$ cat config.mk
export PLATFORM = sky130hd
export DESIGN_NAME = base64_encoder_line_wrap
export DESIGN_NICKNAME = d
export VERILOG_FILES = /design/src/hw/rtl/b64lw_pkg.sv /design/src/hw/rtl/b64lw_front.sv /design/src/hw/rtl/b64lw_queue.sv /design/src/hw/rtl/b64lw_back.sv /design/src/hw/rtl/base64_encoder_line_wrap.sv
export SDC_FILE = /design/constraint.sdc
export NUM_CORES = 1
export LEC_CHECK = 0
export ABC_CLOCK_PERIOD_IN_PS = 6670
export BUFFER_PORTS_ARGS = -buffer_cell sky130_fd_sc_hd__clkbuf_2
export CORE_ASPECT_RATIO = 1.75
export CORE_MARGIN = 5
export CORE_UTILIZATION = 45
export DETAILED_ROUTE_END_ITERATION = 8
export PLACE_DENSITY = 0.58
export SLEW_MARGIN = 20
export SYNTH_ARGS = -nofsm -noshare
export SYNTH_HDL_FRONTEND = slang
export SYNTH_SLANG_ARGS = --single-unit
$ cat constraint.sdc
create_clock -name aclk -period 6.67 [get_ports aclk]
set_input_delay 0.667 -clock aclk [delete_from_list [all_inputs] [get_ports aclk]]
set_output_delay 0.667 -clock aclk [all_outputs]
set_load 0.02 [all_outputs]
$ cat src/hw/rtl/b64lw_pkg.sv
// Package for the base64 line-wrapping encoder: character constants, the
// job record passed from the front end to the back end, and the alphabet map.
// No dependencies.
package b64lw_pkg;

    localparam logic [7:0] LIMIT_RESET = 8'd72;
    localparam logic [7:0] CHAR_LF     = 8'h0A;
    localparam logic [7:0] CHAR_PAD    = 8'h3D;
    localparam logic [7:0] GROUP_COLS  = 8'd4;

    // Characters one input item can cause: four symbols and one line feed.
    localparam int unsigned MAX_CHARS = 5;
    localparam int unsigned IDX_W     = $clog2(MAX_CHARS);

    localparam int unsigned QUEUE_DEPTH = 2;
    localparam int unsigned QPTR_W      = $clog2(QUEUE_DEPTH);
    localparam int unsigned QCNT_W      = $clog2(QUEUE_DEPTH + 1);

    typedef struct packed {
        logic [MAX_CHARS-1:0][7:0] chars;
        logic [IDX_W-1:0]          count;
        logic                      done;
    } job_t;

    typedef struct packed {
        logic full;
        logic empty;
    } q_status_t;

    // Standard base64 alphabet, index 0..63 to ASCII.
    function automatic logic [7:0] sym(input logic [5:0] v);
        logic [7:0] w;
        logic [7:0] r;
        w = {2'b00, v};
        if (w < 8'd26) begin
            r = 8'h41 + w;
        end else if (w < 8'd52) begin
            r = 8'h61 + (w - 8'd26);
        end else if (w < 8'd62) begin
            r = 8'h30 + (w - 8'd52);
        end else if (w == 8'd62) begin
            r = 8'h2B;
        end else begin
            r = 8'h2F;
        end
        return r;
    endfunction

endpackage

$ cat src/hw/rtl/b64lw_front.sv
// Front end of the base64 encoder: holds pending bytes and the line column,
// and turns each accepted beat into a job of up to five characters.
// Depends on b64lw_pkg.
module b64lw_front (
    input  logic                aclk,
    input  logic                aresetn,
    input  logic [7:0]          line_limit,
    input  logic                s_tvalid,
    output logic                s_tready,
    input  logic [7:0]          s_tdata,
    input  logic                s_tuser,
    input  logic                s_tlast,
    input  b64lw_pkg::q_status_t q_status,
    output logic                push,
    output b64lw_pkg::job_t     push_job
);
    import b64lw_pkg::*;

    logic [7:0] held0_reg, held0_next;
    logic [7:0] held1_reg, held1_next;
    logic [1:0] held_cnt_reg, held_cnt_next;
    logic [7:0] col_reg, col_next;

    logic       accept;
    logic       full_grp;
    logic [1:0] cnt_a;
    logic [7:0] h0_a, h1_a;
    logic [8:0] col9;
    logic       wrap;
    logic [7:0] col_a;
    logic       pad_grp;
    logic [7:0] col_p4;
    logic [7:0] col_b;
    logic       lf_end;
    logic       grp;
    logic       lf;
    logic [3:0][7:0] g;

    assign s_tready = !q_status.full;
    assign accept   = s_tvalid && s_tready;

    always_comb begin
        full_grp = s_tuser && held_cnt_reg[1];
        cnt_a    = held_cnt_reg;
        h0_a     = held0_reg;
        h1_a     = held1_reg;
        if (full_grp) begin
            cnt_a = 2'd0;
            h0_a  = 8'd0;
            h1_a  = 8'd0;
        end else if (s_tuser) begin
            cnt_a = held_cnt_reg + 2'd1;
            if (held_cnt_reg[0]) begin
                h1_a = s_tdata;
            end else begin
                h0_a = s_tdata;
            end
        end

        // One extra bit so a column sum above 255 does not wrap and meets any limit.
        col9 = {1'b0, col_reg} + {1'b0, GROUP_COLS};
        wrap = full_grp && (col9 >= {1'b0, line_limit});
        if (!full_grp) begin
            col_a = col_reg;
        end else if (wrap) begin
            col_a = 8'd0;
        end else begin
            col_a = col9[7:0];
        end

        pad_grp = s_tlast && (cnt_a != 2'd0);
        col_p4  = col_a + GROUP_COLS;
        if (!pad_grp) begin
            col_b = col_a;
        end else if (col_p4 == 8'd0) begin
            col_b = GROUP_COLS;
        end else begin
            col_b = col_p4;
        end
        lf_end = s_tlast && (col_b != 8'd0);

        grp = full_grp || pad_grp;
        lf  = wrap || lf_end;

        if (full_grp) begin
            g[0] = sym(held0_reg[7:2]);
            g[1] = sym({held0_reg[1:0], held1_reg[7:4]});
            g[2] = sym({held1_reg[3:0], s_tdata[7:6]});
            g[3] = sym(s_tdata[5:0]);
        end else begin
            g[0] = sym(h0_a[7:2]);
            if (cnt_a == 2'd1) begin
                g[1] = sym({h0_a[1:0], 4'b0000});
                g[2] = CHAR_PAD;
            end else begin
                g[1] = sym({h0_a[1:0], h1_a[7:4]});
                g[2] = sym({h1_a[3:0], 2'b00});
            end
            g[3] = CHAR_PAD;
        end

        push_job.chars[0] = grp ? g[0] : CHAR_LF;
        push_job.chars[1] = g[1];
        push_job.chars[2] = g[2];
        push_job.chars[3] = g[3];
        push_job.chars[4] = CHAR_LF;
        push_job.count    = (grp ? IDX_W'(4) : IDX_W'(0)) + (lf ? IDX_W'(1) : IDX_W'(0));
        push_job.done     = s_tlast;
        push              = accept && (grp || lf);

        held0_next    = held0_reg;
        held1_next    = held1_reg;
        held_cnt_next = held_cnt_reg;
        col_next      = col_reg;
        if (accept) begin
            if (s_tlast) begin
                held0_next    = 8'd0;
                held1_next    = 8'd0;
                held_cnt_next = 2'd0;
                col_next      = 8'd0;
            end else begin
                held0_next    = h0_a;
                held1_next    = h1_a;
                held_cnt_next = cnt_a;
                col_next      = col_a;
            end
        end
    end

    always_ff @(posedge aclk) begin
        if (!aresetn) begin
            held0_reg    <= 8'd0;
            held1_reg    <= 8'd0;
            held_cnt_reg <= 2'd0;
            col_reg      <= 8'd0;
        end else begin
            held0_reg    <= held0_next;
            held1_reg    <= held1_next;
            held_cnt_reg <= held_cnt_next;
            col_reg      <= col_next;
        end
    end

endmodule

$ cat src/hw/rtl/b64lw_queue.sv
// Short job queue between the encoder front end and the character back end.
// Depends on b64lw_pkg.
module b64lw_queue (
    input  logic                 aclk,
    input  logic                 aresetn,
    input  logic                 push,
    input  b64lw_pkg::job_t      push_job,
    input  logic                 pop,
    output b64lw_pkg::job_t      head_job,
    output b64lw_pkg::q_status_t q_status
);
    import b64lw_pkg::*;

    job_t              mem [QUEUE_DEPTH];
    logic [QPTR_W-1:0] wr_ptr_reg, wr_ptr_next;
    logic [QPTR_W-1:0] rd_ptr_reg, rd_ptr_next;
    logic [QCNT_W-1:0] cnt_reg, cnt_next;

    assign head_job       = mem[rd_ptr_reg];
    assign q_status.full  = (cnt_reg == QCNT_W'(QUEUE_DEPTH));
    assign q_status.empty = (cnt_reg == QCNT_W'(0));

    always_comb begin
        wr_ptr_next = wr_ptr_reg;
        rd_ptr_next = rd_ptr_reg;
        cnt_next    = cnt_reg;
        if (push) begin
            wr_ptr_next = (wr_ptr_reg == QPTR_W'(QUEUE_DEPTH - 1)) ? QPTR_W'(0)
                                                                  : wr_ptr_reg + QPTR_W'(1);
        end
        if (pop) begin
            rd_ptr_next = (rd_ptr_reg == QPTR_W'(QUEUE_DEPTH - 1)) ? QPTR_W'(0)
                                                                  : rd_ptr_reg + QPTR_W'(1);
        end
        if (push && !pop) begin
            cnt_next = cnt_reg + QCNT_W'(1);
        end else if (pop && !push) begin
            cnt_next = cnt_reg - QCNT_W'(1);
        end
    end

    always_ff @(posedge aclk) begin
        if (push) begin
            mem[wr_ptr_reg] <= push_job;
        end
    end

    always_ff @(posedge aclk) begin
        if (!aresetn) begin
            wr_ptr_reg <= '0;
            rd_ptr_reg <= '0;
            cnt_reg    <= '0;
        end else begin
            wr_ptr_reg <= wr_ptr_next;
            rd_ptr_reg <= rd_ptr_next;
            cnt_reg    <= cnt_next;
        end
    end

endmodule

$ cat src/hw/rtl/b64lw_back.sv
// Back end of the base64 encoder: sends the characters of the head job one
// beat at a time and retires the job after its last character.
// Depends on b64lw_pkg.
module b64lw_back (
    input  logic                 aclk,
    input  logic                 aresetn,
    input  b64lw_pkg::job_t      head_job,
    input  b64lw_pkg::q_status_t q_status,
    output logic                 pop,
    output logic                 m_tvalid,
    input  logic                 m_tready,
    output logic [7:0]           m_tdata,
    output logic                 m_tlast,
    output logic                 m_tuser
);
    import b64lw_pkg::*;

    logic [IDX_W-1:0] idx_reg, idx_next;
    logic             last;

    assign m_tvalid = !q_status.empty;
    assign last     = (idx_reg == head_job.count - IDX_W'(1));
    assign m_tdata  = head_job.chars[idx_reg];
    assign m_tlast  = last;
    assign m_tuser  = last && head_job.done;
    assign pop      = m_tvalid && m_tready && last;

    always_comb begin
        idx_next = idx_reg;
        if (m_tvalid && m_tready) begin
            idx_next = last ? IDX_W'(0) : idx_reg + IDX_W'(1);
        end
    end

    always_ff @(posedge aclk) begin
        if (!aresetn) begin
            idx_reg <= '0;
        end else begin
            idx_reg <= idx_next;
        end
    end

endmodule

$ cat src/hw/rtl/base64_encoder_line_wrap.sv
// Top level of the streaming base64 encoder with line wrapping.
// Depends on b64lw_pkg, b64lw_front, b64lw_queue and b64lw_back.
//
// This block encodes a message, one byte per input beat, into standard
// base64 characters, one character per output beat. Every three bytes give
// four symbols, and a line feed follows a group once the line column reaches
// the configured limit (reset value 72). A beat with tlast set ends the
// message: a pending one- or two-byte group is sent with '=' padding, then a
// closing line feed if the column is nonzero, and all state clears. A beat
// with tuser low carries no byte. Each input beat causes zero to five
// characters; the last of them has m_tlast set, and m_tuser marks the last
// character caused by the tlast beat, if it causes any. The front end takes
// an input beat in every cycle in which the two-entry job queue has room, so
// input beats that cause no output flow at one per cycle. The first character
// of a beat is offered once its job, written into the queue on acceptance,
// reaches the head. The output side sends one character per cycle while
// m_tready is high, so a long message is paced by the back end. The line
// limit is written through the cfg channel, which is always ready; the user
// must write it only while the block is idle; the block does not enforce it.
module base64_encoder_line_wrap (
    input  logic       aclk,
    input  logic       aresetn,
    // Configuration: line_limit.
    input  logic       cfg_valid,
    output logic       cfg_ready,
    input  logic [7:0] cfg_data,
    // Input beats.
    input  logic       s_tvalid,
    output logic       s_tready,
    input  logic [7:0] s_tdata,   // [7:0] data_byte
    input  logic       s_tuser,   // [0] has_byte
    input  logic       s_tlast,   // end_of_message
    // Output beats.
    output logic       m_tvalid,
    input  logic       m_tready,
    output logic [7:0] m_tdata,   // [7:0] out_char
    output logic       m_tlast,   // run_last
    output logic       m_tuser    // [0] message_done
);
    import b64lw_pkg::*;

    logic [7:0] limit_reg, limit_next;
    logic       push;
    logic       pop;
    job_t       push_job;
    job_t       head_job;
    q_status_t  q_status;

    // The limit register takes any write; the encoder needs it stable
    // while a message is in progress.
    assign cfg_ready = 1'b1;

    always_comb begin
        limit_next = limit_reg;
        if (cfg_valid && cfg_ready) begin
            limit_next = cfg_data;
        end
    end

    always_ff @(posedge aclk) begin
        if (!aresetn) begin
            limit_reg <= LIMIT_RESET;
        end else begin
            limit_reg <= limit_next;
        end
    end

    // Front end: classifies each beat, updates held bytes and column, and
    // builds the job of characters it causes.
    b64lw_front u_front (
        .aclk       (aclk),
        .aresetn    (aresetn),
        .line_limit (limit_reg),
        .s_tvalid   (s_tvalid),
        .s_tready   (s_tready),
        .s_tdata    (s_tdata),
        .s_tuser    (s_tuser),
        .s_tlast    (s_tlast),
        .q_status   (q_status),
        .push       (push),
        .push_job   (push_job)
    );

    // Queue that lets the front end keep taking beats while the back end
    // waits on the output side.
    b64lw_queue u_queue (
        .aclk     (aclk),
        .aresetn  (aresetn),
        .push     (push),
        .push_job (push_job),
        .pop      (pop),
        .head_job (head_job),
        .q_status (q_status)
    );

    // Back end: sends the head job one character per beat.
    b64lw_back u_back (
        .aclk     (aclk),
        .aresetn  (aresetn),
        .head_job (head_job),
        .q_status (q_status),
        .pop      (pop),
        .m_tvalid (m_tvalid),
        .m_tready (m_tready),
        .m_tdata  (m_tdata),
        .m_tlast  (m_tlast),
        .m_tuser  (m_tuser)
    );

    // The end-of-message mark only ever comes on the last character of a run.
    a_done_on_last: assert property (@(posedge aclk) disable iff (!aresetn)
        (m_tvalid && m_tuser) |-> m_tlast)
        else $error("message_done set on a character that is not run_last");

    // The queue cannot be both full and empty.
    a_queue_sane: assert property (@(posedge aclk) disable iff (!aresetn)
        !(q_status.full && q_status.empty))
        else $error("job queue reports full and empty at once");

    // Output becomes valid only after an input beat was taken.
    a_out_after_in: assert property (@(posedge aclk) disable iff (!aresetn)
        $rose(m_tvalid) |-> $past(s_tvalid && s_tready))
        else $error("output beat appeared without an accepted input beat");

endmodule
======== After elaboration in Yosys (flattened, before gate mapping) ========
Memory sizes are Yosys's and may differ from the RTL's. A register that Yosys moved wholly into a read port is not among the register bits.
Cells that the tools add are included.
Widths: inputs -> output; s select.
operators by class
  $add $sub $neg .......................... 48
  magnitude comparators ................... 23
  equal/unequal tests ..................... 9
  mux-type cells .......................... 59
  reductions and logical operators ........ 23
operators by type and width
  operator             number
  $mux 8               36
  $lt 6x6->1 const B   13
  $add 7x6->8 const A  8
  $add 7x8->8 const A  8
  $add 6x8->8 const A  7
  $sub 6x5->7 const B  8
  $sub 6x6->7 const B  7
  $lt 6x5->1 const B   8
  $eq 6x6->1 const B   6
  $mux 32              1
  $bmux 8 s3           1
  $mux 3               8
  $mux 16              1
  $logic_and 1x1->1    11
  $mux 2               5
  $add 8x3->9 const B  1
  $ge 9x8->1           1
  $add 8x3->8 const B  1
  $logic_not 8->1      1
  $reduce_bool 8->1    1
  $mux 1               7
  $add 2x1->2 const B  2
  $logic_not 1->1      4
  $lt 3x4->1 const B   1
  other kinds (11)     15
storage, ports and cells
  bits in registers ....................... 41
  memory bits (writable) .................. 72
  input port bits ......................... 23
  word-level logic and storage cells ...... 172
  memories ................................ 1
memory list
  name         words  bits a word  read ports  clocked after memory_dff  wr ports  line               text
  u_queue.mem  2      36           1           1                         1         b64lw_queue.sv:14  job_t mem [QUEUE_DEPTH];

======== Logic depth before layout (Yosys ltp) ========
Gate-level depths: netlist of run 1.
  depth in word-level cells ............... 18
  mapped depth ............................ 20
  mapped depth without buffers ............ 20

======== By module ========
From an unflattened synthesis of run 1, not the netlist that was laid out.
second synthesis, totals
  cell total of the unflattened synthesis .. 1034
  area, all modules ....................... 9949.5 um^2
by module, submodules not included
  module                    times used  cells each  area an instance (um^2)  sequential area each (um^2)
  b64lw_front               1           780         5634.2                   520.5
  b64lw_queue               1           159         3392.0                   2742.6
  b64lw_back                1           68          615.6                    60.1
  base64_encoder_line_wrap  1           27          307.8                    160.2

======== Least setup slack after synthesis of run 1 ========
OpenSTA, ideal clock, no wires.
  path kind ............................... register to register
  from .................................... register u_front.col_reg[3]
  to ...................................... memory u_queue.mem[0][0] in the netlist's numbering (enable)
  setup time .............................. 471 ps
  data arrival time ....................... 5436 ps
  data required time ...................... 6199 ps
  setup slack ............................. 764 ps
  stages on the path, launching flop included .. 17
  path buffers ............................ 0
  cells stage by stage .................... dfxtp_1 > ha_1 > nand3_1 > xnor2_1 > ha_1 > nand4_1 > nor2_1 > a2111oi_4 > o21ai_0 > nor2_1 > mux2_2 > ha_1 > nor4_1 > o2111ai_1 > a22oi_1 > and4_4 > nor3_1
on the way
  word-level cells in the longest chain between the ends .. 16
ends and longest elaborated chain
  item                              line                text
  from (decl)                       b64lw_front.sv:22   logic [7:0] col_reg, col_next;
  from (signal assigned)            b64lw_front.sv:140  col_reg <= col_next;
  $add 8x3->9                       b64lw_front.sv:61   col9 = {1'b0, col_reg} + {1'b0, GROUP_COLS};
  $ge 9x8->1                        b64lw_front.sv:62   wrap = full_grp && (col9 >= {1'b0, line_limit});
  $logic_and 1x1->1                 b64lw_front.sv:62
  $mux 8                            b64lw_front.sv:65   end else if (wrap) begin
  $mux 8                            b64lw_front.sv:63   if (!full_grp) begin
  $add 8x3->8                       b64lw_front.sv:72   col_p4 = col_a + GROUP_COLS;
  $logic_not 8->1                   b64lw_front.sv:75   end else if (col_p4 == 8'd0) begin
  $mux 8                            b64lw_front.sv:75
  $mux 8                            b64lw_front.sv:73   if (!pad_grp) begin
  $reduce_bool 8->1                 b64lw_front.sv:80   lf_end = s_tlast && (col_b != 8'd0);
  $logic_and 1x1->1                 b64lw_front.sv:80
  $logic_or 1x1->1 (*)              b64lw_front.sv:83   lf = wrap || lf_end;
  $logic_or 1x1->1 (*)              b64lw_front.sv:109  push = accept && (grp || lf);
  $logic_and 1x1->1 (*)             b64lw_front.sv:109
  $mux 1 (*)                        b64lw_queue.sv:43   if (push) begin
  $mux 1 (not written as such) (*)  b64lw_queue.sv:44   mem[wr_ptr_reg] <= push_job;
  to (decl)                         b64lw_queue.sv:14
Mark *: on every way between the ends. The rest lies on a longest branch, timed or not.

======== Worst setup path after layout of run 1 ========
  from .................................... register u_front.col_reg[3]
  to ...................................... register u_queue.cnt_reg[1]
on the way
  word-level cells in the longest chain between the ends .. 17
  elaborated cells on any way between the ends .. 19
  those cells by class .................... add/sub: 2; order compare: 1; mux: 5; reduce/logical: 11
ends and longest elaborated chain
  item                                line                            text
  $add 8x3->9                         b64lw_front.sv:61
  $ge 9x8->1                          b64lw_front.sv:62
  $logic_and 1x1->1                   b64lw_front.sv:62
  $mux 8                              b64lw_front.sv:65
  $mux 8                              b64lw_front.sv:63
  $add 8x3->8                         b64lw_front.sv:72
  $logic_not 8->1                     b64lw_front.sv:75
  $mux 8                              b64lw_front.sv:75
  [... 2 more ...]                    n/a
  $logic_and 1x1->1                   b64lw_front.sv:80
  $logic_or 1x1->1 (*)                b64lw_front.sv:83
  $logic_or 1x1->1 (*)                b64lw_front.sv:109
  $logic_and 1x1->1 (*)               b64lw_front.sv:109
  via push                            base64_encoder_line_wrap.sv:43  logic push;
  $logic_not 1->1                     b64lw_queue.sv:37               end else if (pop && !push) begin
  $logic_and 1x1->1                   b64lw_queue.sv:37
  $reduce_bool 2->1 (no source line)  n/a
  to (signal assigned)                b64lw_queue.sv:56               cnt_reg <= cnt_next;
  to (decl)                           b64lw_queue.sv:17               logic [QCNT_W-1:0] cnt_reg, cnt_next;
Mark *: on every way through the listed nets, which the timed path passes. The rest lies on a longest branch.
A chain may end at the register's enable or synchronous reset.

==> flow_metrics.py, run 1 <==
metrics = {
    "run_status": {
        "status": "finished clean",
    },
    "yosys": {
        "syn_inst": 945,
        "yosys.area_share.xor_xnor_pct": 8.76,
        "syn_area_per_cell_um2": 9.21,
        "yosysUniqueCellTypes": 80,
        "synth_compound_area_share_pct": 18.8,
        "syn-num-nets": 1046,
        "synthAdderAreaFrac_pct": 11.2,
        "async_reset_ff_share_pct": 0,
        "yosysSeqAreaShare_pct": 33.8,
        "synthFlopType": "edfxtp_1",
        "synth_mux_area_share_pct": 6.47,
        "synth_top_area_cell": "edfxtp_1",
        "netlist_area_um2": 8700,
        "yosys_warnings": 0,
        "synth_top_area_share_pct": 24.2,
        "ys_seq_elements": 112,
        "synthTopCellsByArea": "edfxtp_1, ha_1, dfxtp_1, xnor2_1, nor2_1",
        "synth-simple-area-share_pct": 15.8,
        "synth_edf_count": 70,
        "synth_top_family_by_area": "compound AO/OA/AOI/OAI gates",
    },
    "worst_setup_path": {
        "reg2reg_to": "u_queue.cnt_reg[1]",
        "crit_path_cell_trace": "ha_1, nand3_1, xnor2_1, ha_1, nand4_1, nor2_1, a2111oi_4, o21ai_0, o21ai_0, ha_1, nor4_1, o2111ai_1, a22oi_1, and4_4, nor2_4, ha_1, or3_1, a21oi_1",
        "cp_data_arrival_time_ns": 5.38,
        "cp_slowest_stage_delay_ns": 0.45,
        "r2r-start": "u_front.col_reg[3]",
        "reg2regPathDepth": 18,
        "crit_path_top_delay_cell": "dfxtp_1",
        "cp_common_cell": "ha_1",
        "rrSetupSlack_ns": 1.59,
        "worst-path-buf-inv": 0,
        "cp.required_ns": 6.96,
        "critPathLaunchType": "flip-flop",
        "crit_family": "compound AO/OA/AOI/OAI gates",
        "end_kind": "flip-flop",
        "path_max_fanout": 7,
        "critical_path_class": "flip-flop to flip-flop",
    },
    "timing": {
        "post-route-period-util_pct": 76.2,
        "slew_viol_final": 0,
        "max_freq_mhz": 197,
        "fin_crit_ns": 5.08,
        "fin_skew_ns": 0.00934,
        "totalNegativeSetupSlack_ns": 0,
        "holdWs_ns": 0.478,
        "rsz0062_at_grt": "no",
        "slew_headroom_pct": 26.5,
        "worst_pin_slew_ns": 1.10,
        "hold_viol_final": 0,
        "setup_viol": 0,
    },
    "cts": {
        "ctsResizeCount": 0,
        "clk_pin_slew_ns": 0.08,
        "cts-root-buf": "clkbuf_16",
        "numCtsBuffers": 9,
        "cts.sinks": 112,
        "ctsHoldBuffers": 0,
        "clk_path_buf_depth": 2,
        "cts_tree": "yes",
        "h-tree-depth": 3,
        "clk_latency_ns": 0.36,
        "postCtsSetupBuffers": 0,
    },
    "cells_and_area": {
        "regMostFlops": "u_queue.mem",
        "antenna_cells": 0,
        "nFillCells": 1826,
        "fin_nets": 1043,
        "largest_reg_flops": 70,
        "drive_above_1_share_pct": 11.5,
        "areaGrowthSynthToFinish_pct": 6.57,
    },
    "hold_path": {
        "hp-class": "flip-flop to flip-flop",
        "hp-start": "u_front.col_reg[1]",
        "hold_end": "u_front.col_reg[1]",
        "hold-path-cell-count": 2,
    },
    "global_route": {
        "use_met3_pct": 2.81,
        "gr-usage-all-layers_pct": 21.3,
        "grt_pass1_wl_mm": 37.2,
        "antenna_found_initial": 0,
        "grt_pass1_vias": 7039,
        "top_usage_layer": "met2",
        "grt_max_degree": 36,
        "use_met2_pct": 39.4,
        "grt_use_met1_pct": 23.2,
        "overflow": 0,
    },
    "power": {
        "power_switching_uw": 469,
        "power_frac_seq_pct": 48.4,
        "p_leak_nw": 3.50,
        "power_mw": 1.59,
        "ir_drop_uv": 128,
        "internal_power_mw": 1.13,
        "clkPwrFrac_pct": 33.1,
        "power_density_nw_per_um2": 172,
        "p_comb_share_pct": 18.5,
        "p_sw_share_pct": 29.4,
    },
    "floorplan": {
        "die-area_um2": 22300,
        "core_area_um2": 19100,
        "die_y_um": 194,
        "die_w_um": 115,
        "initial_core_util_pct": 45.5,
        "pin_count": 36,
        "fp-row-count": 67,
    },
    "run": {
        "drv_cap": 0,
    },
    "placement": {
        "routabilityCongestion": 0.912,
        "portBuffers": 34,
        "dp_hpwl_mm": 17.7,
    },
    "drt": {
        "drc_errors": 0,
        "vias_per_cell": 6.01,
        "detail-route-antenna-nets": 0,
        "initialDrtViolationCount": 463,
        "routed_wl_mm": 23.5,
        "firstDrtPassIters": 5,
        "vias": 7138,
        "wl_per_cell_um": 19.8,
    },
}
==> layer usage <==
| metal | part of all wire, % | wire [um] | vias to the layer above |
|---|---|---|---|
| li1 | - | - | 3422 |
| met1 | 37 | 8770 | 3470 |
| met2 | 54 | 12800 | 184 |
| met3 | 3.7 | 873 | 62 |
| met4 | 4.5 | 1060 | 0 |
| met5 | 0 | 0 | - |
==> worst reg2reg max path, stage by stage (launching register included) <==
cell       delay (ns)
dfxtp_1          0.45
ha_1             0.38
nand3_1          0.16
xnor2_1          0.17
ha_1             0.30
nand4_1          0.08
nor2_1           0.07
a2111oi_4        0.43
o21ai_0          0.26
o21ai_0          0.38
ha_1             0.30
nor4_1           0.29
o2111ai_1        0.23
a22oi_1          0.32
and4_4           0.29
nor2_4           0.05
ha_1             0.37
or3_1            0.37
a21oi_1          0.13
==> power by group through the flow <==
stage                     sequential (mW)  clock (mW)  combinational (mW)
after floorplan                     0.777           0               0.222
after global placement              0.787           0               0.293
after detailed placement            0.787           0               0.294
after CTS                           0.771       0.537               0.295
after global routing                0.774       0.562               0.324
final                               0.771       0.528               0.295
==> layout by cell type, fill, tap and decap left out, types with 7 or more instances in the layout <==
cell	count
nor3_1	8
nand3_1	20
mux4_2	16
mux2i_1	18
buf_4	8
o211ai_1	11
edfxtp_1	70
nor2_1	101
a22oi_1	29
ha_1	78
nand2_1	91
clkbuf_16	9
a211oi_1	10
a22o_1	7
xor2_1	37
a31oi_1	9
a221oi_1	7
a21oi_1	57
o21ai_0	40
inv_1	42
xnor2_1	50
o22ai_1	8
nand4_1	10
dfxtp_1	42
clkbuf_2	34
nand2b_1	8
==> worst max-delay path by stage <==
stage	startpoint	cells after the start	to
after global placement	u_front.col_reg[3]	17	u_queue.cnt_reg[1]
after floorplan	u_front.col_reg[3]	16	u_queue.mem[0][0]
final	u_front.col_reg[3]	18	u_queue.cnt_reg[1]
after detailed placement	u_front.col_reg[3]	18	u_queue.cnt_reg[1]
after global routing	u_front.col_reg[3]	18	u_queue.cnt_reg[1]
after CTS	u_front.col_reg[3]	18	u_queue.cnt_reg[1]
==> cells by family after synthesis <==
group / count (synthesis)
AND/OR/NAND/NOR: 293
AO/OA/AOI/OAI: 234
flip-flops: 112
buffers and inverters: 104
XOR/XNOR: 87
adder cells (fa/ha/maj): 78
multiplexers: 36
other: 1
==> through the flow <==
stage | utilization (%) | instances | area [um^2] | setup slack [ns]
finish | 48.5 | 1188 | 9270 | 1.59
detailed placement | 47.0 | 1172 | 8980 | 1.71
CTS | 48.5 | 1188 | 9270 | 1.67
global placement | 47.0 | 1172 | 8980 | 1.81
floorplan | - | 945 | 8700 | 0.764
global route | 48.5 | 1188 | 9270 | 1.19
==> cells in the mapped netlist (9+ instances only) <==
master      n
a211oi_1   10
a21oi_1    57
a22oi_1    29
a31oi_1     9
clkbuf_1   43
dfxtp_1    42
edfxtp_1   70
ha_1       78
inv_1      42
mux2i_1    18
mux4_2     16
nand2_1    91
nand3_1    20
nand4_1    10
nor2_1    102
nor3_1      9
o211ai_1   11
o21ai_0    40
xnor2_1    50
xor2_1     37
==> layout make-up <==
type                    instances  area, um^2  share of cell area (%)
repair buffers                 42         230                    2.48
flip-flops and latches        112        2940                    31.7
multi-input cells             729        5330                    57.5
clock inverters                 6        53.8                   0.580
clock buffers                  10         229                    2.47
inverters                      48         183                    1.97
well taps                     241         302                    3.25
Note: power is estimated with default switching activity, not from simulation.
==> run 2: changes to the inputs <==
--- a/config.mk
+++ b/config.mk
@@ -5,7 +5,7 @@
 export SDC_FILE = /design/constraint.sdc
 export NUM_CORES = 1
 export LEC_CHECK = 0
-export ABC_CLOCK_PERIOD_IN_PS = 6670
+export ABC_CLOCK_PERIOD_IN_PS = 4700
 export BUFFER_PORTS_ARGS = -buffer_cell sky130_fd_sc_hd__clkbuf_2
 export CORE_ASPECT_RATIO = 1.75
 export CORE_MARGIN = 5
==> constraint.sdc (replaced) <==
create_clock -name aclk -period 4.7 [get_ports aclk]
set_input_delay 0.47 -clock aclk [delete_from_list [all_inputs] [get_ports aclk]]
set_output_delay 0.47 -clock aclk [all_outputs]
set_load 0.02 [all_outputs]
==> run 2 against run 1 <==
First-iteration DRC count shrank 11%. Register-to-register slack lost 1.3 ns. Total power grew 42%. Via count grew 0.59%. Clock skew grew 0.0031 ns. Critical path type unchanged. Critical endpoint unchanged.
==> flow_metrics.py, run 2 (synthesis results as in run 1) <==
metrics = {
    "run_status": {
        "status": "finished clean",
    },
    "timing": {
        "totalNegativeSetupSlack_ns": 0,
        "fin_ws_ns": 0.328,
        "max_freq_mhz": 229,
        "slew_headroom_pct": 22.5,
        "hold_viol_final": 0,
        "rsz0062_at_grt": "no",
        "fin_skew_ns": 0.0125,
        "setup_viol": 0,
        "worst_pin_slew_ns": 1.15,
        "fin_crit_ns": 4.37,
        "slew_viol_final": 0,
        "post-route-period-util_pct": 93.0,
    },
    "drt": {
        "vias": 7180,
        "wl_per_cell_um": 19.7,
        "detail-route-antenna-nets": 0,
        "firstDrtPassIters": 5,
        "vias_per_cell": 6.00,
        "routed_wl_mm": 23.5,
        "drc_errors": 0,
        "initialDrtViolationCount": 410,
    },
    "cells_and_area": {
        "largest_reg_flops": 70,
        "nFillCells": 1845,
        "drive_above_1_share_pct": 12.7,
        "antenna_cells": 0,
        "postLayoutCoreUtil_pct": 49.0,
        "fin_cells": 1197,
        "regMostFlops": "u_queue.mem",
        "areaGrowthSynthToFinish_pct": 7.64,
        "mostFrequentLayoutCells": "nor2_1, nand2_1, ha_1",
        "final_common_cell": "nor2_1",
        "fin_nets": 1052,
    },
    "placement": {
        "routabilityCongestion": 0.911,
        "pre_cts_ws_ns": 0.185,
        "place_inst": 1181,
        "portBuffers": 34,
        "dp_hpwl_mm": 17.8,
    },
    "cts": {
        "numCtsBuffers": 9,
        "ctsHoldBuffers": 0,
        "cts.sinks": 112,
        "clk_pin_slew_ns": 0.08,
        "postCtsSetupBuffers": 0,
        "clk_path_buf_depth": 2,
        "cts-root-buf": "clkbuf_16",
        "clk_latency_ns": 0.36,
        "h-tree-depth": 3,
        "cts_tree": "yes",
        "ctsResizeCount": 0,
    },
    "power": {
        "clkPwrFrac_pct": 33.4,
        "ir_drop_uv": 249,
        "power_switching_uw": 666,
        "internal_power_mw": 1.60,
        "p_comb_share_pct": 18.4,
        "p_leak_nw": 3.56,
        "power_frac_seq_pct": 48.3,
        "p_sw_share_pct": 29.4,
        "power_density_nw_per_um2": 242,
    },
    "worst_setup_path": {
        "cp.required_ns": 4.98,
        "path_max_fanout": 4,
        "cp_data_arrival_time_ns": 4.66,
        "critPathLaunchType": "flip-flop",
        "end_kind": "flip-flop",
        "critical_path_class": "flip-flop to flip-flop",
    },
    "floorplan": {
        "die-area_um2": 22300,
        "initial_core_util_pct": 45.5,
        "die_y_um": 194,
        "core_area_um2": 19100,
        "fp-row-count": 67,
        "pin_count": 36,
        "die_w_um": 115,
    },
    "global_route": {
        "gr-usage-all-layers_pct": 21.2,
        "top_usage_layer": "met2",
        "use_met2_pct": 39.4,
        "grt_pass1_wl_mm": 37.3,
        "grt_pass1_vias": 7064,
        "overflow": 0,
        "use_met3_pct": 2.34,
        "antenna_found_initial": 0,
        "grt_max_degree": 36,
        "grt_use_met1_pct": 23.0,
    },
    "hold_path": {
        "hp-class": "primary input to flip-flop",
    },
    "run": {
        "drv_cap": 0,
    },
}
==> run 2: critical path: stages, from the launching register on <==
cell       delay (ns)
dfxtp_1          0.36
ha_2             0.23
xor2_1           0.26
ha_1             0.29
a211oi_1         0.24
nor2_1           0.11
a2111oi_4        0.23
o21ai_2          0.11
nor2_1           0.18
mux2_2           0.21
ha_1             0.22
nor4_1           0.27
o2111ai_1        0.17
a22oi_2          0.21
and4_4           0.28
nor2_4           0.06
ha_1             0.36
or3_1            0.37
a21oi_1          0.14
==> run 2: worst paths after layout <==
path / slack (ns) / cells past startpoint / start / end
max: 0.33 / 18 / u_front.col_reg[2] / u_queue.cnt_reg[1]
min: 0.33 / 3 / cfg_data[3] / limit_reg[3]
max reg2reg: 0.33 / 18 / u_front.col_reg[2] / u_queue.cnt_reg[1]
min reg2reg: 0.49 / 2 / limit_reg[7] / limit_reg[7]
==> run 2: power groups by stage <==
| stage | sequential, mW | clock (mW) | combinational (mW) |
|---|---|---|---|
| 3_3_place_gp | 1.12 | 0 | 0.413 |
| 5_1_grt | 1.10 | 0.810 | 0.458 |
| 4_1_cts | 1.10 | 0.773 | 0.417 |
| 2_1_floorplan | 1.10 | 0 | 0.316 |
| 6_report | 1.09 | 0.756 | 0.416 |
| 3_5_place_dp | 1.12 | 0 | 0.415 |
==> run 2: final cells by class <==
type / count / area (um^2) / area share [%]
inverters: 48 / 183 / 1.95
multi-input cells: 729 / 5350 / 57.1
clock inverters: 7 / 62.6 / 0.668
repair buffers: 51 / 298 / 3.18
flip-flops and latches: 112 / 2940 / 31.4
well taps: 241 / 302 / 3.22
clock buffers: 9 / 225 / 2.41
==> run 2: routing by layer <==
layer,vias to the layer above,share of wire (%)
met4,0,4.6
met2,171,55
met3,58,3.2
met5,-,0
li1,3453,-
met1,3498,37
==> run 2: metrics by stage <==
step           cell area [um^2]  total power, mW  hold slack [ns]
5_1_grt                    9360             2.37            0.337
2_1_floorplan              8710             1.42            0.444
4_1_cts                    9350             2.28            0.324
6_report                   9360             2.27            0.326
3_5_place_dp               9060             1.53            0.482
3_3_place_gp               9060             1.53            0.477
==> run 3: changes to the inputs <==
--- a/config.mk
+++ b/config.mk
@@ -5,14 +5,13 @@
 export SDC_FILE = /design/constraint.sdc
 export NUM_CORES = 1
 export LEC_CHECK = 0
-export ABC_CLOCK_PERIOD_IN_PS = 4700
+export ABC_CLOCK_PERIOD_IN_PS = 4940
 export BUFFER_PORTS_ARGS = -buffer_cell sky130_fd_sc_hd__clkbuf_2
 export CORE_ASPECT_RATIO = 1.75
 export CORE_MARGIN = 5
 export CORE_UTILIZATION = 45
 export DETAILED_ROUTE_END_ITERATION = 8
 export PLACE_DENSITY = 0.58
-export SLEW_MARGIN = 20
 export SYNTH_ARGS = -nofsm -noshare
 export SYNTH_HDL_FRONTEND = slang
 export SYNTH_SLANG_ARGS = --single-unit
==> constraint.sdc (replaced) <==
create_clock -name aclk -period 4.94 [get_ports aclk]
set_input_delay 0.494 -clock aclk [delete_from_list [all_inputs] [get_ports aclk]]
set_output_delay 0.494 -clock aclk [all_outputs]
set_load 0.02 [all_outputs]
==> run 3 against run 2 <==
Count of clock-buffer cells in the layout rose by 2. Register-to-register slack gained 0.03 ns. Global-route usage increased by 0.41 points. Final area barely moved. Sequential share of layout area about the same. Die area stayed put. Non-clock buffer count shrank 1. Fmax down 4.6%. Clock power shrank 6.1%. Clock skew decreased by 0.0033 ns.
==> flow_metrics.py, run 3 (synthesis results as in run 1) <==
metrics = {
    "cells_and_area": {
        "fin_nets": 1051,
        "areaGrowthSynthToFinish_pct": 7.68,
        "mostFrequentLayoutCells": "nor2_1, nand2_1, ha_1",
        "largest_reg_flops": 70,
        "antenna_cells": 0,
        "regMostFlops": "u_queue.mem",
        "drive_above_1_share_pct": 12.3,
        "final_common_cell": "nor2_1",
        "nFillCells": 1854,
    },
    "global_route": {
        "gr-usage-all-layers_pct": 21.6,
        "grt_pass1_vias": 7080,
        "grt_pass1_wl_mm": 37.7,
        "overflow": 0,
        "grt_max_degree": 36,
        "antenna_found_initial": 0,
    },
    "power": {
        "p_leak_nw": 3.55,
        "ir_drop_uv": 171,
        "power_mw": 2.15,
        "power_density_nw_per_um2": 230,
    },
    "floorplan": {
        "die_w_um": 115,
        "core_area_um2": 19100,
        "initial_core_util_pct": 45.5,
        "die-area_um2": 22300,
        "fp-row-count": 67,
        "pin_count": 36,
        "die_y_um": 194,
    },
    "drt": {
        "vias": 7073,
        "wl_per_cell_um": 19.9,
        "drc_errors": 0,
        "vias_per_cell": 5.91,
        "initialDrtViolationCount": 348,
        "firstDrtPassIters": 5,
        "detail-route-antenna-nets": 0,
        "routed_wl_mm": 23.7,
    },
    "worst_setup_path": {
        "reg2regPathDepth": 18,
        "end_kind": "flip-flop",
        "path_max_fanout": 6,
        "critPathLaunchType": "flip-flop",
        "reg2reg_to": "u_queue.cnt_reg[1]",
        "rrSetupSlack_ns": 0.36,
        "r2r-start": "u_front.col_reg[2]",
        "cp_data_arrival_time_ns": 4.87,
        "cp.required_ns": 5.23,
        "critical_path_class": "flip-flop to flip-flop",
    },
    "placement": {
        "routabilityCongestion": 0.921,
        "pre_cts_ws_ns": 0.254,
        "dp_hpwl_mm": 18.0,
        "portBuffers": 34,
    },
    "timing": {
        "post-route-period-util_pct": 92.7,
        "slew_viol_final": 0,
        "totalNegativeSetupSlack_ns": 0,
        "fin_skew_ns": 0.00914,
        "rsz0062_at_grt": "no",
        "fin_crit_ns": 4.58,
        "slew_headroom_pct": 28.2,
        "worst_pin_slew_ns": 1.07,
        "setup_viol": 0,
        "max_freq_mhz": 218,
        "hold_viol_final": 0,
        "fin_ws_ns": 0.360,
    },
    "cts": {
        "h-tree-depth": 3,
        "postCtsSetupBuffers": 0,
        "cts_tree": "yes",
        "cts-root-buf": "clkbuf_16",
        "clk_pin_slew_ns": 0.07,
        "ctsResizeCount": 0,
        "numCtsBuffers": 9,
        "clk_path_buf_depth": 2,
        "cts.sinks": 112,
        "ctsHoldBuffers": 0,
        "clk_latency_ns": 0.36,
    },
    "hold_path": {
        "hp-start": "cfg_data[3]",
        "hp-class": "primary input to flip-flop",
        "hold-path-cell-count": 3,
        "hold_end": "limit_reg[3]",
    },
    "run": {
        "drv_cap": 0,
    },
    "run_status": {
        "status": "finished clean",
    },
}
run 3: how the worst max path moves through the flow:
stage                        from                 end  slack [ns]
6_report       u_front.col_reg[2]  u_queue.cnt_reg[1]        0.36
5_1_grt        u_front.col_reg[2]  u_queue.cnt_reg[1]        0.06
4_1_cts        u_front.col_reg[2]  u_queue.cnt_reg[1]        0.21
3_5_place_dp   u_front.col_reg[2]  u_queue.cnt_reg[1]        0.25
3_3_place_gp   u_front.col_reg[2]  u_queue.cnt_reg[1]        0.29
2_1_floorplan  u_front.col_reg[3]   u_queue.mem[0][0]        0.10
run 3: final cells by class:
cell class / count / area (um^2) / share of cell area [%]
multi-input combinational: 729 / 5340 / 57.0
sequential: 112 / 2940 / 31.4
timing repair buffer: 50 / 315 / 3.37
tap: 241 / 302 / 3.22
clock buffer: 11 / 243 / 2.59
inverter: 48 / 183 / 1.95
clock inverter: 5 / 38.8 / 0.414
run 3: per-layer routing:
metal	vias up	global-route usage, %	part of all wire [%]
li1	3446	-	-
met1	3416	23.6	38
met2	156	40.8	56
met3	55	2.34	2.5
met4	0	9.01	3.6
met5	-	0	0
run 3: report_power, final:
group	internal (mW)	switching, mW
clock	0.362	0.349
combinational	0.152	0.249
sequential	1.02	0.0237
total	1.53	0.621
run 3: worst max-delay path, stage by stage (launching register included):
cell and delay (ns):
dfxtp_1 0.44, ha_1 0.24, xor2_1 0.22, ha_1 0.28
a211oi_1 0.25, nor2_1 0.11, a2111oi_4 0.22, o21ai_1 0.14
buf_4 0.16, o21ai_0 0.25, ha_1 0.29, nor4_2 0.24
o2111ai_1 0.23, a22oi_2 0.24, and4_4 0.28, nor2_4 0.05
ha_1 0.37, or3_1 0.37, a21oi_1 0.13
run 3: metrics by stage:
stage          hold WS, ns  area [um^2]  util [%]  std cells
6_report             0.364         9370      49.0       1196
2_1_floorplan        0.444         8700         -        945
5_1_grt              0.359         9370      49.0       1196
3_3_place_gp         0.472         9070      47.5       1180
3_5_place_dp         0.465         9070      47.5       1180
4_1_cts              0.358         9360      49.0       1196
